### src/sv/bcsd_pkg.sv
// ----------------------------------------------------------------------------
// bcsd_pkg: shared types and constants for the case-stego decoder
// Result item layout, status codes, code limits and the code-to-character map.
// ----------------------------------------------------------------------------
package bcsd_pkg;

    localparam int OUTQ_DEPTH = 4;

    localparam logic [5:0] CODE_LIMIT = 6'd53;
    localparam logic [5:0] CODE_END   = 6'd63;
    localparam logic [2:0] FILL_LAST  = 3'd5;

    localparam logic [15:0] CAP_RESET = 16'hFFFF;
    localparam logic [15:0] COUNT_MAX = 16'hFFFF;

    localparam logic REG_IDX_CAP = 1'b0;

    typedef enum logic [1:0] {
        ST_OK        = 2'd0,
        ST_ZERO_CAP  = 2'd1,
        ST_NO_MARKER = 2'd2,
        ST_BAD_CODE  = 2'd3
    } status_t;

    typedef enum logic {
        KIND_CHAR   = 1'b0,
        KIND_STATUS = 1'b1
    } kind_t;

    typedef struct packed {
        logic [7:0]  out_char;
        kind_t       kind;
        status_t     status;
        logic [15:0] group_count;
        logic        last_out;
    } res_t;

    typedef struct packed {
        logic       room;
        logic [2:0] level;
    } q_stat_t;

    // Map a valid six-bit code onto its ASCII character
    function automatic logic [7:0] code_char(input logic [5:0] code);
        logic [7:0] ch;
        case (code)
            6'd0:  ch = "A";
            6'd1:  ch = "B";
            6'd2:  ch = "C";
            6'd3:  ch = "D";
            6'd4:  ch = "E";
            6'd5:  ch = "F";
            6'd6:  ch = "G";
            6'd7:  ch = "H";
            6'd8:  ch = "I";
            6'd9:  ch = "J";
            6'd10: ch = "K";
            6'd11: ch = "L";
            6'd12: ch = "M";
            6'd13: ch = "N";
            6'd14: ch = "O";
            6'd15: ch = "P";
            6'd16: ch = "Q";
            6'd17: ch = "R";
            6'd18: ch = "S";
            6'd19: ch = "T";
            6'd20: ch = "U";
            6'd21: ch = "V";
            6'd22: ch = "W";
            6'd23: ch = "X";
            6'd24: ch = "Y";
            6'd25: ch = "Z";
            6'd26: ch = 8'h20;
            6'd27: ch = 8'h21;
            6'd28: ch = 8'h22;
            6'd29: ch = 8'h23;
            6'd30: ch = 8'h24;
            6'd31: ch = 8'h25;
            6'd32: ch = 8'h26;
            6'd33: ch = 8'h27;
            6'd34: ch = 8'h28;
            6'd35: ch = 8'h29;
            6'd36: ch = 8'h2C;
            6'd37: ch = 8'h2D;
            6'd38: ch = 8'h2E;
            6'd39: ch = 8'h2F;
            6'd40: ch = "0";
            6'd41: ch = "1";
            6'd42: ch = "2";
            6'd43: ch = "3";
            6'd44: ch = "4";
            6'd45: ch = "5";
            6'd46: ch = "6";
            6'd47: ch = "7";
            6'd48: ch = "8";
            6'd49: ch = "9";
            6'd50: ch = 8'h3A;
            6'd51: ch = 8'h3B;
            6'd52: ch = 8'h3F;
            default: ch = 8'h00;
        endcase
        return ch;
    endfunction

endpackage

### src/sv/bacon_case_stego_decoder_top.sv
// ----------------------------------------------------------------------------
// bacon_case_stego_decoder_top: case-steganography decoder, six-bit code
// Gathers one bit per cover letter, decodes six-bit groups to characters and
// reports a status item at the end of each message.
// ----------------------------------------------------------------------------
// Usage:
//   s_axis carries cover text, one byte per item in tdata[7:0], with tlast on
//   the final byte of a message. m_axis carries results: tuser is 0 for a
//   decoded character (tdata[7:0]) and 1 for the status item, which also has
//   status in tdata[9:8], the group count in tdata[25:10] and tlast set.
//   The APB port holds out_capacity at address 0 (reset 65535); write it only
//   while no message is in flight.
//   Every item is decoded in the cycle it is accepted; its results are
//   registered into the result queue and reach m_axis from its head. One
//   item per cycle is taken while the result queue (QDEPTH entries) has room
//   for two more results; the final byte of a message may add both a
//   character and the status item, so the queue takes two results there.
//   When m_axis stalls the queue fills and s_axis tready drops once fewer
//   than two slots remain; nothing is lost.
//   Reset clears the queue and the message state; no clearing pass is needed.
// ----------------------------------------------------------------------------
module bacon_case_stego_decoder_top #(
    parameter int QDEPTH = bcsd_pkg::OUTQ_DEPTH
) (
    input  logic        clk,
    input  logic        rst_n,
    // cover_char [7:0]
    input  logic [7:0]  s_axis_tdata,
    input  logic        s_axis_tvalid,
    input  logic        s_axis_tlast,
    output logic        s_axis_tready,
    // out_char [7:0], status [9:8], group_count [25:10], zero [31:26]
    output logic [31:0] m_axis_tdata,
    // kind [0]
    output logic        m_axis_tuser,
    output logic        m_axis_tvalid,
    output logic        m_axis_tlast,
    input  logic        m_axis_tready,
    input  logic        psel,
    input  logic        penable,
    input  logic        pwrite,
    input  logic [2:0]  paddr,
    input  logic [31:0] pwdata,
    output logic [31:0] prdata,
    output logic        pready
);

    logic [15:0] cap_reg;
    logic [5:0]  group_reg;
    logic [5:0]  group_next;
    logic [2:0]  fill_reg;
    logic [2:0]  fill_next;
    logic        marker_reg;
    logic        marker_next;
    logic        bad_reg;
    logic        bad_next;
    logic [15:0] count_reg;
    logic [15:0] count_next;

    logic              in_acc;
    logic              out_acc;
    logic              is_upper;
    logic              is_letter;
    logic              full;
    logic [5:0]        code;
    logic              emit_char;
    bcsd_pkg::status_t status;
    bcsd_pkg::res_t    char_res;
    bcsd_pkg::res_t    stat_res;
    bcsd_pkg::res_t    push0;
    bcsd_pkg::res_t    push1;
    logic [1:0]        push_n;
    bcsd_pkg::res_t    head;
    logic              head_valid;
    bcsd_pkg::q_stat_t q_stat;

    assign in_acc  = s_axis_tvalid && s_axis_tready;
    assign out_acc = m_axis_tvalid && m_axis_tready;

    // APB register
    assign pready = 1'b1;
    assign prdata = (paddr[2] == bcsd_pkg::REG_IDX_CAP) ? {16'h0000, cap_reg} : 32'h0;

    always_ff @(posedge clk or negedge rst_n)
    begin
        if (!rst_n)
        begin
            cap_reg <= bcsd_pkg::CAP_RESET;
        end
        else if (psel && penable && pwrite && pready && (paddr[2] == bcsd_pkg::REG_IDX_CAP))
        begin
            cap_reg <= pwdata[15:0];
        end
    end

    // Decode
    always_comb
    begin
        is_upper  = (s_axis_tdata >= 8'h41) && (s_axis_tdata <= 8'h5A);
        is_letter = is_upper || ((s_axis_tdata >= 8'h61) && (s_axis_tdata <= 8'h7A));
        code      = {group_reg[4:0], is_upper};
        full      = is_letter && (fill_reg == bcsd_pkg::FILL_LAST);
        emit_char = full && !marker_reg && (code < bcsd_pkg::CODE_LIMIT)
                    && (count_reg < cap_reg);

        group_next  = group_reg;
        fill_next   = fill_reg;
        marker_next = marker_reg;
        bad_next    = bad_reg;
        count_next  = count_reg;
        if (is_letter)
        begin
            group_next = full ? 6'd0 : code;
            fill_next  = full ? 3'd0 : fill_reg + 3'd1;
        end
        if (full)
        begin
            if ((code >= bcsd_pkg::CODE_LIMIT) && (code != bcsd_pkg::CODE_END))
            begin
                bad_next = 1'b1;
            end
            if (!marker_reg)
            begin
                if (code == bcsd_pkg::CODE_END)
                begin
                    marker_next = 1'b1;
                end
                else if (count_reg != bcsd_pkg::COUNT_MAX)
                begin
                    count_next = count_reg + 16'd1;
                end
            end
        end

        if (cap_reg == 16'd0)
        begin
            status = bcsd_pkg::ST_ZERO_CAP;
        end
        else if (!marker_next)
        begin
            status = bcsd_pkg::ST_NO_MARKER;
        end
        else if (bad_next)
        begin
            status = bcsd_pkg::ST_BAD_CODE;
        end
        else
        begin
            status = bcsd_pkg::ST_OK;
        end

        char_res.out_char    = bcsd_pkg::code_char(code);
        char_res.kind        = bcsd_pkg::KIND_CHAR;
        char_res.status      = bcsd_pkg::ST_OK;
        char_res.group_count = 16'd0;
        char_res.last_out    = 1'b0;

        stat_res.out_char    = 8'h00;
        stat_res.kind        = bcsd_pkg::KIND_STATUS;
        stat_res.status      = status;
        stat_res.group_count = count_next;
        stat_res.last_out    = 1'b1;

        // character first, status behind it
        push0  = emit_char ? char_res : stat_res;
        push1  = stat_res;
        push_n = in_acc ? (2'(emit_char) + 2'(s_axis_tlast)) : 2'd0;
    end

    always_ff @(posedge clk or negedge rst_n)
    begin
        if (!rst_n)
        begin
            group_reg  <= '0;
            fill_reg   <= '0;
            marker_reg <= 1'b0;
            bad_reg    <= 1'b0;
            count_reg  <= '0;
        end
        else if (in_acc)
        begin
            if (s_axis_tlast)
            begin
                // drop message state, keep capacity
                group_reg  <= '0;
                fill_reg   <= '0;
                marker_reg <= 1'b0;
                bad_reg    <= 1'b0;
                count_reg  <= '0;
            end
            else
            begin
                group_reg  <= group_next;
                fill_reg   <= fill_next;
                marker_reg <= marker_next;
                bad_reg    <= bad_next;
                count_reg  <= count_next;
            end
        end
    end

    bcsd_outq #(
        .QDEPTH(QDEPTH)
    ) u_outq (
        .clk       (clk),
        .rst_n     (rst_n),
        .push_n    (push_n),
        .push0     (push0),
        .push1     (push1),
        .pop       (out_acc),
        .head      (head),
        .head_valid(head_valid),
        .stat      (q_stat)
    );

    assign s_axis_tready = q_stat.room;
    assign m_axis_tvalid = head_valid;
    assign m_axis_tdata  = {6'd0, head.group_count, head.status, head.out_char};
    assign m_axis_tuser  = head.kind;
    assign m_axis_tlast  = head.last_out;

    // Checks
    a_fill_range: assert property (@(posedge clk) disable iff (!rst_n)
        fill_reg <= bcsd_pkg::FILL_LAST)
        else $error("bit fill out of range");

    a_room_on_accept: assert property (@(posedge clk) disable iff (!rst_n)
        in_acc |-> (32'(q_stat.level) <= QDEPTH - 2))
        else $error("item accepted without room for two results");

    a_clear_after_last: assert property (@(posedge clk) disable iff (!rst_n)
        (in_acc && s_axis_tlast) |=> (fill_reg == 3'd0 && count_reg == 16'd0 && !marker_reg))
        else $error("message state not cleared after final byte");

    a_status_has_last: assert property (@(posedge clk) disable iff (!rst_n)
        m_axis_tvalid |-> (m_axis_tuser == m_axis_tlast))
        else $error("status item and end mark disagree");

endmodule

### src/sv/bcsd_outq.sv
// ----------------------------------------------------------------------------
// bcsd_outq: result queue
// Small shift queue that takes up to two result items per cycle and hands out
// one per cycle, when popped, from its head register.
// ----------------------------------------------------------------------------
module bcsd_outq #(
    parameter int QDEPTH = bcsd_pkg::OUTQ_DEPTH
) (
    input  logic              clk,
    input  logic              rst_n,
    input  logic [1:0]        push_n,
    input  bcsd_pkg::res_t    push0,
    input  bcsd_pkg::res_t    push1,
    input  logic              pop,
    output bcsd_pkg::res_t    head,
    output logic              head_valid,
    output bcsd_pkg::q_stat_t stat
);

    localparam int LVL_W = $clog2(QDEPTH + 1);

    bcsd_pkg::res_t   ent_reg   [QDEPTH];
    bcsd_pkg::res_t   ent_next  [QDEPTH];
    bcsd_pkg::res_t   shifted   [QDEPTH];
    logic [LVL_W-1:0] level_reg;
    logic [LVL_W-1:0] level_next;
    logic [LVL_W-1:0] level_after;

    always_comb
    begin
        level_after = level_reg - LVL_W'(pop);
        level_next  = level_after + LVL_W'(push_n);
        for (int i = 0; i < QDEPTH - 1; i++)
        begin
            shifted[i] = ent_reg[i + 1];
        end
        shifted[QDEPTH-1] = ent_reg[QDEPTH-1];
        for (int i = 0; i < QDEPTH; i++)
        begin
            ent_next[i] = pop ? shifted[i] : ent_reg[i];
            // first pushed item lands right behind the survivors
            if ((push_n != 2'd0) && (LVL_W'(i) == level_after))
            begin
                ent_next[i] = push0;
            end
            if ((push_n == 2'd2) && (LVL_W'(i) == level_after + LVL_W'(1)))
            begin
                ent_next[i] = push1;
            end
        end
    end

    always_ff @(posedge clk or negedge rst_n)
    begin
        if (!rst_n)
        begin
            level_reg <= '0;
        end
        else
        begin
            level_reg <= level_next;
        end
    end

    always_ff @(posedge clk)
    begin
        for (int i = 0; i < QDEPTH; i++)
        begin
            ent_reg[i] <= ent_next[i];
        end
    end

    assign head       = ent_reg[0];
    assign head_valid = (level_reg != '0);
    assign stat.room  = (level_reg <= LVL_W'(QDEPTH - 2));
    assign stat.level = 3'(level_reg);

endmodule
### config.mk
export PLATFORM = sky130hd
export DESIGN_NAME = bacon_case_stego_decoder_top
export DESIGN_NICKNAME = d
export VERILOG_FILES = /design/src/sv/bcsd_pkg.sv /design/src/sv/bacon_case_stego_decoder_top.sv /design/src/sv/bcsd_outq.sv
export SDC_FILE = /design/constraint.sdc
export NUM_CORES = 1
export LEC_CHECK = 0
export ABC_AREA = 1
export ABC_CLOCK_PERIOD_IN_PS = 3750
export BUFFER_PORTS_ARGS = -buffer_cell sky130_fd_sc_hd__buf_2
export CAP_MARGIN = 20
export CELL_PAD_IN_SITES_DETAIL_PLACEMENT = 1
export CELL_PAD_IN_SITES_GLOBAL_PLACEMENT = 2
export CORE_MARGIN = 2
export CORE_UTILIZATION = 30
export CTS_CLUSTER_SIZE = 40
export DETAILED_ROUTE_END_ITERATION = 8
export GPL_TIMING_DRIVEN = 1
export PLACE_DENSITY_LB_ADDON = 0.1
export SYNTH_ARGS = -nofsm -noshare
export SYNTH_HDL_FRONTEND = slang
export SYNTH_SLANG_ARGS = --single-unit
### constraint.sdc
create_clock -name clk -period 3.75 [get_ports clk]
set_clock_uncertainty 0.1 [all_clocks]
set_input_delay 0 -clock clk [delete_from_list [all_inputs] [get_ports clk]]
set_output_delay 0 -clock clk [all_outputs]
set_load 0.02 [all_outputs]
======== Yosys cells after proc, flatten, opt, wreduce, memory -nomap -nowiden ========
Memories as Yosys holds them, arrays and structs flattened.
Cells that the tools add are included.
storage, ports and cells
  register bits ........................... 45
  bits in writable memories ............... 112
  memory bits (read-only) ................. 448
  bits of input ports ..................... 51
  output and inout bits ................... 69
  word-level logic and storage cells ...... 99
  memories ................................ 2
memories
  name             depth  width  rd ports  clocked after Yosys merged registers in  wr ports  RTL line         text
  (no name shown)  64     7      1         0                                        0         bcsd_pkg.sv:46   case (code)
  u_outq.ent_reg   4      28     4         0                                        4         bcsd_outq.sv:22  bcsd_pkg::res_t ent_reg [QDEPTH];
cells by class
  add/sub/neg operators ................... 6
  $lt $le $gt $ge ......................... 8
  equal/unequal tests ..................... 11
  mux-type cells .......................... 35
  bitwise logic cells ..................... 1
  reductions and logical operators ........ 29
operator list
  kind                                                                              number
  28-bit 2-to-1 mux                                                                 12
  16-bit 2-to-1 mux                                                                 6
  1-bit logical AND                                                                 20
  16-bit by 1-bit adder with 16-bit output, second input constant                   1
  8-bit by 7-bit >= comparator with 1-bit output, second input constant             2
  8-bit by 7-bit less-or-equal comparator with 1-bit output, second input constant  2
  16-bit zero test                                                                  1
  16-bit < comparator                                                               1
  16-bit inequality test, second input constant                                     1
  5-bit 2-to-1 mux                                                                  3
  2-bit by 3-bit equality test with 1-bit output, first input constant              4
  3-bit 2-to-1 mux                                                                  3
  2-bit 2-to-1 mux                                                                  4
  1-bit 2-to-1 mux                                                                  7
  3-bit by 1-bit adder with 3-bit output, second input constant                     2
  1-bit by 3-bit equality test with 1-bit output, first input constant              2
  6-bit equality test, second input constant                                        1
  6-bit >= comparator, second input constant                                        1
  3-bit zero test                                                                   2
  6-bit < comparator, second input constant                                         1
  6-bit inequality test, second input constant                                      1
  2-bit nonzero test                                                                2
  3-bit by 2-bit adder with 3-bit output                                            1
  3-bit equality test, second input constant                                        1
  other kinds (9)                                                                   9

======== Logic depth before layout (Yosys ltp) ========
  depth after elaboration ................. 13
  mapped depth ............................ 26
  mapped depth without buffers ............ 26

======== Hierarchy ========
A second synthesis with hierarchy kept.
second synthesis, totals
  cells, all modules ...................... 1404
  area, all modules ....................... 10312.4 um2
by module, submodules not included
  module                        instances  cells an instance  area an instance (um2)  seq. area each (um2)
  bcsd_outq                     1          794                6392.4                  3438.3
  bacon_case_stego_decoder_top  1          610                3920.0                  1071.0

======== Worst setup path after synthesis ========
No wires, ideal clock.
  path type ............................... reg-to-reg
  start point ............................. reg cap_reg[9]
  end point ............................... mem u_outq.ent_reg[2][24] in the netlist's numbering
  data arrival time ....................... 3.185 ns
  slack ................................... 0.346 ns
  stages on the path, launching flop included .. 20
  buffers on the path ..................... 0
  clock period less this slack ............ 3.404 ns
  path through ............................ dfstp_2 -> inv_1 -> ha_1 -> nand2_1 -> inv_1 -> o21ai_0 -> a21oi_1 -> or2_0 -> nor2_2 -> nand2_4 -> inv_2 -> ha_1 -> nand2_4 -> nand3_4 -> nor2_4 -> inv_1 -> nand2_1 -> inv_1 -> nand2_1 -> o21ai_1
RTL lines
  item                    RTL line                            text
  start, declared         bacon_case_stego_decoder_top.sv:48  logic [15:0] cap_reg;
  start signal, assigned  bacon_case_stego_decoder_top.sv:88  cap_reg <= bcsd_pkg::CAP_RESET;
  start signal, assigned  bacon_case_stego_decoder_top.sv:92  cap_reg <= pwdata[15:0];
  end, declared           bcsd_outq.sv:22

==> results.sh <==
export IMPL_setup_violations=0
export IMPL_synth_edff_count=72
export IMPL_routed_via_density=4.513
export IMPL_synthCells=1173
export IMPL_synth_async_reset_ratio=0.3020
export IMPL_p_leak_nw=4.898
export IMPL_internal_power_w=0.003765
export IMPL_rr_worst_depth=22
export IMPL_power_density_nw_per_um2=557.7
export IMPL_post_route_util=0.3584
export IMPL_cts_max_level=4
export IMPL_syn_to_final_growth_pct=17.82
export IMPL_holdCritPathClass="primary input to flip-flop"
export IMPL_seq_power_share=0.409
export IMPL_vias=7586
export IMPL_rsz0062_at_grt="true"
export IMPL_min_delay_start="penable"
export IMPL_grt_remaining_overflow=0
export IMPL_post_route_drc_count=0
export IMPL_wl_per_cell_um=15.15
export IMPL_core_um2=29640
export IMPL_p_comb_frac=0.315
export IMPL_synth_seq_cells=149
export IMPL_cts_sinks=149
export IMPL_cts_root_buffer="clkbuf_16"
export IMPL_grt_pass1_vias=7534
export IMPL_period_share=0.9180
export IMPL_syn_area_per_cell_um2=7.685
export IMPL_path_clk_slew_ns=0.07
export IMPL_port_buffers=77
export IMPL_dp_hpwl_um=19010
export IMPL_worstPathMaxFanout=19
export IMPL_die_area_um2=31450
export IMPL_final_hold_viol_count=0
export IMPL_largest_reg_flops=104
export IMPL_min_path_cells=5
export IMPL_worstSetupEndpointType="flip-flop"
export IMPL_setup_tns_ns=0
export IMPL_ys_seq_area_frac=0.4380
export IMPL_diodes=0
export IMPL_grt_max_degree=47
export IMPL_r2r_start="cap_reg[9]"
export IMPL_die_h_um=177.4
export IMPL_finalCriticalPeriod_ns=3.442
export IMPL_peakVddDrop_mv=0.2674
export IMPL_numCtsBuffers=17
export IMPL_worstPathArrival_ns=3.65
export IMPL_drt_wl_total_um=25460
export IMPL_reg2reg_slack_ns=0.31
export IMPL_fmax_ghz=0.2905
export IMPL_cts_tree="yes"
export IMPL_drive_gt1_frac=0.1751
export IMPL_layout_commonest_cell="nand2_1"
export IMPL_die_w_um=177.4
export IMPL_drt_iter0_markers=290
export IMPL_cp_start_kind="flip-flop"
export IMPL_grt_pass1_wl_um=41540
export IMPL_slew_limit_headroom=0.5106
export IMPL_synth_cell_types=52
export IMPL_whs_ns=0.02359
export IMPL_grtUsageTotal=0.1683
export IMPL_dp_cells=1624
export IMPL_maxCapViolations=0
export IMPL_final_cell_mix="352 x nand2_1, 158 x nor2_1, 98 x inv_1"
export IMPL_final_cells=1681
export IMPL_yosys_warnings=0
export IMPL_nNetsFinal=1360
export IMPL_routabilityCongestion=0.7777
export IMPL_holdPathEnd="cap_reg[0]"
export IMPL_ys_flop_type="edfxtp_1"
export IMPL_ant_nets=0
export IMPL_p_sw_w=0.002158
export IMPL_sw_frac_of_total=0.3644
export IMPL_total_power_w=0.005923
export IMPL_netlist_area_um2=9015
export IMPL_drtPass1Iterations=5
export IMPL_status="completed"
export IMPL_p_clk_frac=0.276
export IMPL_worst_setup_path_type="flip-flop to flip-flop"
export IMPL_row_count=63
export IMPL_clock_path_buffers=2
export IMPL_reg2reg_to="u_outq.ent_reg[1][19]"
export IMPL_antenna_found_initial=0
export IMPL_initial_core_util=0.3042
export IMPL_critPathRequiredTime_ns=3.96
export IMPL_clock_latency_ns=0.43
export IMPL_finalMaxSlewViolations=0
export IMPL_design_portCount=120
export IMPL_worst_slew_pin_slew_ns=0.7292
[power by group through the flow]
stage	sequential (W)	combinational (W)	clock [W]
after CTS	0.00243	0.00189	0.00169
final	0.00242	0.00187	0.00163
after detailed placement	0.00246	0.00186	0
after floorplan	0.00255	0.00123	0
after global routing	0.00247	0.00214	0.00175
after global placement	0.00245	0.00183	0
[critical path: stages (launching register included)]
cell     delay, ns
dfstp_2       0.53
inv_1         0.07
ha_1          0.32
nand2_1       0.07
inv_1         0.03
o21ai_0       0.13
a21oi_1       0.07
or2_0         0.24
nor2_2        0.17
nand2_4       0.08
inv_2         0.06
ha_1          0.24
nand2_4       0.11
nand2_2       0.08
nand2_4       0.12
nor2_8        0.05
nor2_1        0.16
inv_1         0.10
nor2_4        0.19
inv_1         0.10
buf_12        0.17
nor2_1        0.09
a21oi_1       0.05
[final cells by class]
class / instances / area, um^2
Fill cell: 3704 / 19020
Multi-Input combinational cell: 868 / 4322
Sequential cell: 149 / 3949
Timing Repair Buffer: 128 / 885.9
Tap cell: 390 / 488.0
Inverter: 114 / 436.7
Clock buffer: 18 / 429.2
Clock inverter: 14 / 111.4
[repair_timing]
action	4_1_cts	5_1_grt
hold buffers	20	0
resized for setup	0	4
endpoints found under the setup margin	0	62
hold endpoints to repair	68	0
setup buffers	0	4
[worst max path at each step]
stage / end / from / slack [ns]
after floorplan: u_outq.ent_reg[2][24] / cap_reg[9] / 0.35
after global placement: u_outq.ent_reg[1][12] / cap_reg[15] / 0.21
after detailed placement: u_outq.ent_reg[2][23] / cap_reg[15] / 0.17
after CTS: u_outq.ent_reg[1][19] / cap_reg[9] / 0.13
after global routing: u_outq.ent_reg[1][19] / cap_reg[9] / -0.06
final: u_outq.ent_reg[1][19] / cap_reg[9] / 0.31
[cell usage after synthesis (2+ instances only)]
cell type / instances / area (um^2)
nand2_1: 352 / 1321
nor2_1: 158 / 593.1
inv_1: 98 / 367.9
edfxtp_1: 72 / 2162
a21oi_1: 64 / 320.3
nand3_1: 53 / 265.3
dfxtp_1: 32 / 640.6
o21ai_0: 32 / 160.2
buf_4: 31 / 232.7
ha_1: 30 / 375.4
dfrtp_1: 29 / 725.7
o22ai_1: 25 / 156.4
nor2_2: 21 / 131.4
o21a_1: 18 / 135.1
dfstp_2: 16 / 420.4
o21ai_1: 15 / 75.07
buf_2: 13 / 65.06
clkbuf_1: 12 / 45.04
inv_2: 12 / 45.04
nand4_1: 8 / 50.05
nand2_4: 7 / 78.83
nand2_2: 6 / 37.54
nor2_4: 6 / 67.56
xor2_1: 6 / 52.55
o211ai_1: 5 / 37.54
buf_1: 4 / 15.01
buf_6: 4 / 45.04
nor4_1: 4 / 25.02
or2_2: 4 / 25.02
xnor2_1: 4 / 35.03
a31oi_1: 3 / 18.77
nor3_1: 3 / 15.01
a21oi_2: 2 / 17.52
a22oi_1: 2 / 15.01
conb_1: 2 / 7.510
inv_4: 2 / 12.51
nand3_2: 2 / 20.02
nor2_8: 2 / 40.04
[through the flow]
stage	area (um^2)	setup slack (ns)
3_5_place_dp	9818	0.1685
5_1_grt	10620	-0.06006
2_1_floorplan	9097	0.3456
4_1_cts	10560	0.1340
6_report	10620	0.3076
3_3_place_gp	9818	0.2081
[routing by layer]
layer	routed length (um)	GRT usage	part of all wire
met1	13390	0.2433	0.53
met2	11050	0.2626	0.43
met3	673	0.02292	0.026
met4	345	0.04611	0.014
met5	0	0	0
[cell families after synthesis]
logic type,count (synthesis),share of synthesized area
compound gates,173,0.1123
xor+xnor,10,0.009715
fa+ha+maj,31,0.04386
buf+inv,178,0.09285
flops,149,0.4380
other cells,2,0.0008331
simple gates,630,0.3024
Power figures use the tool's default switching activity.
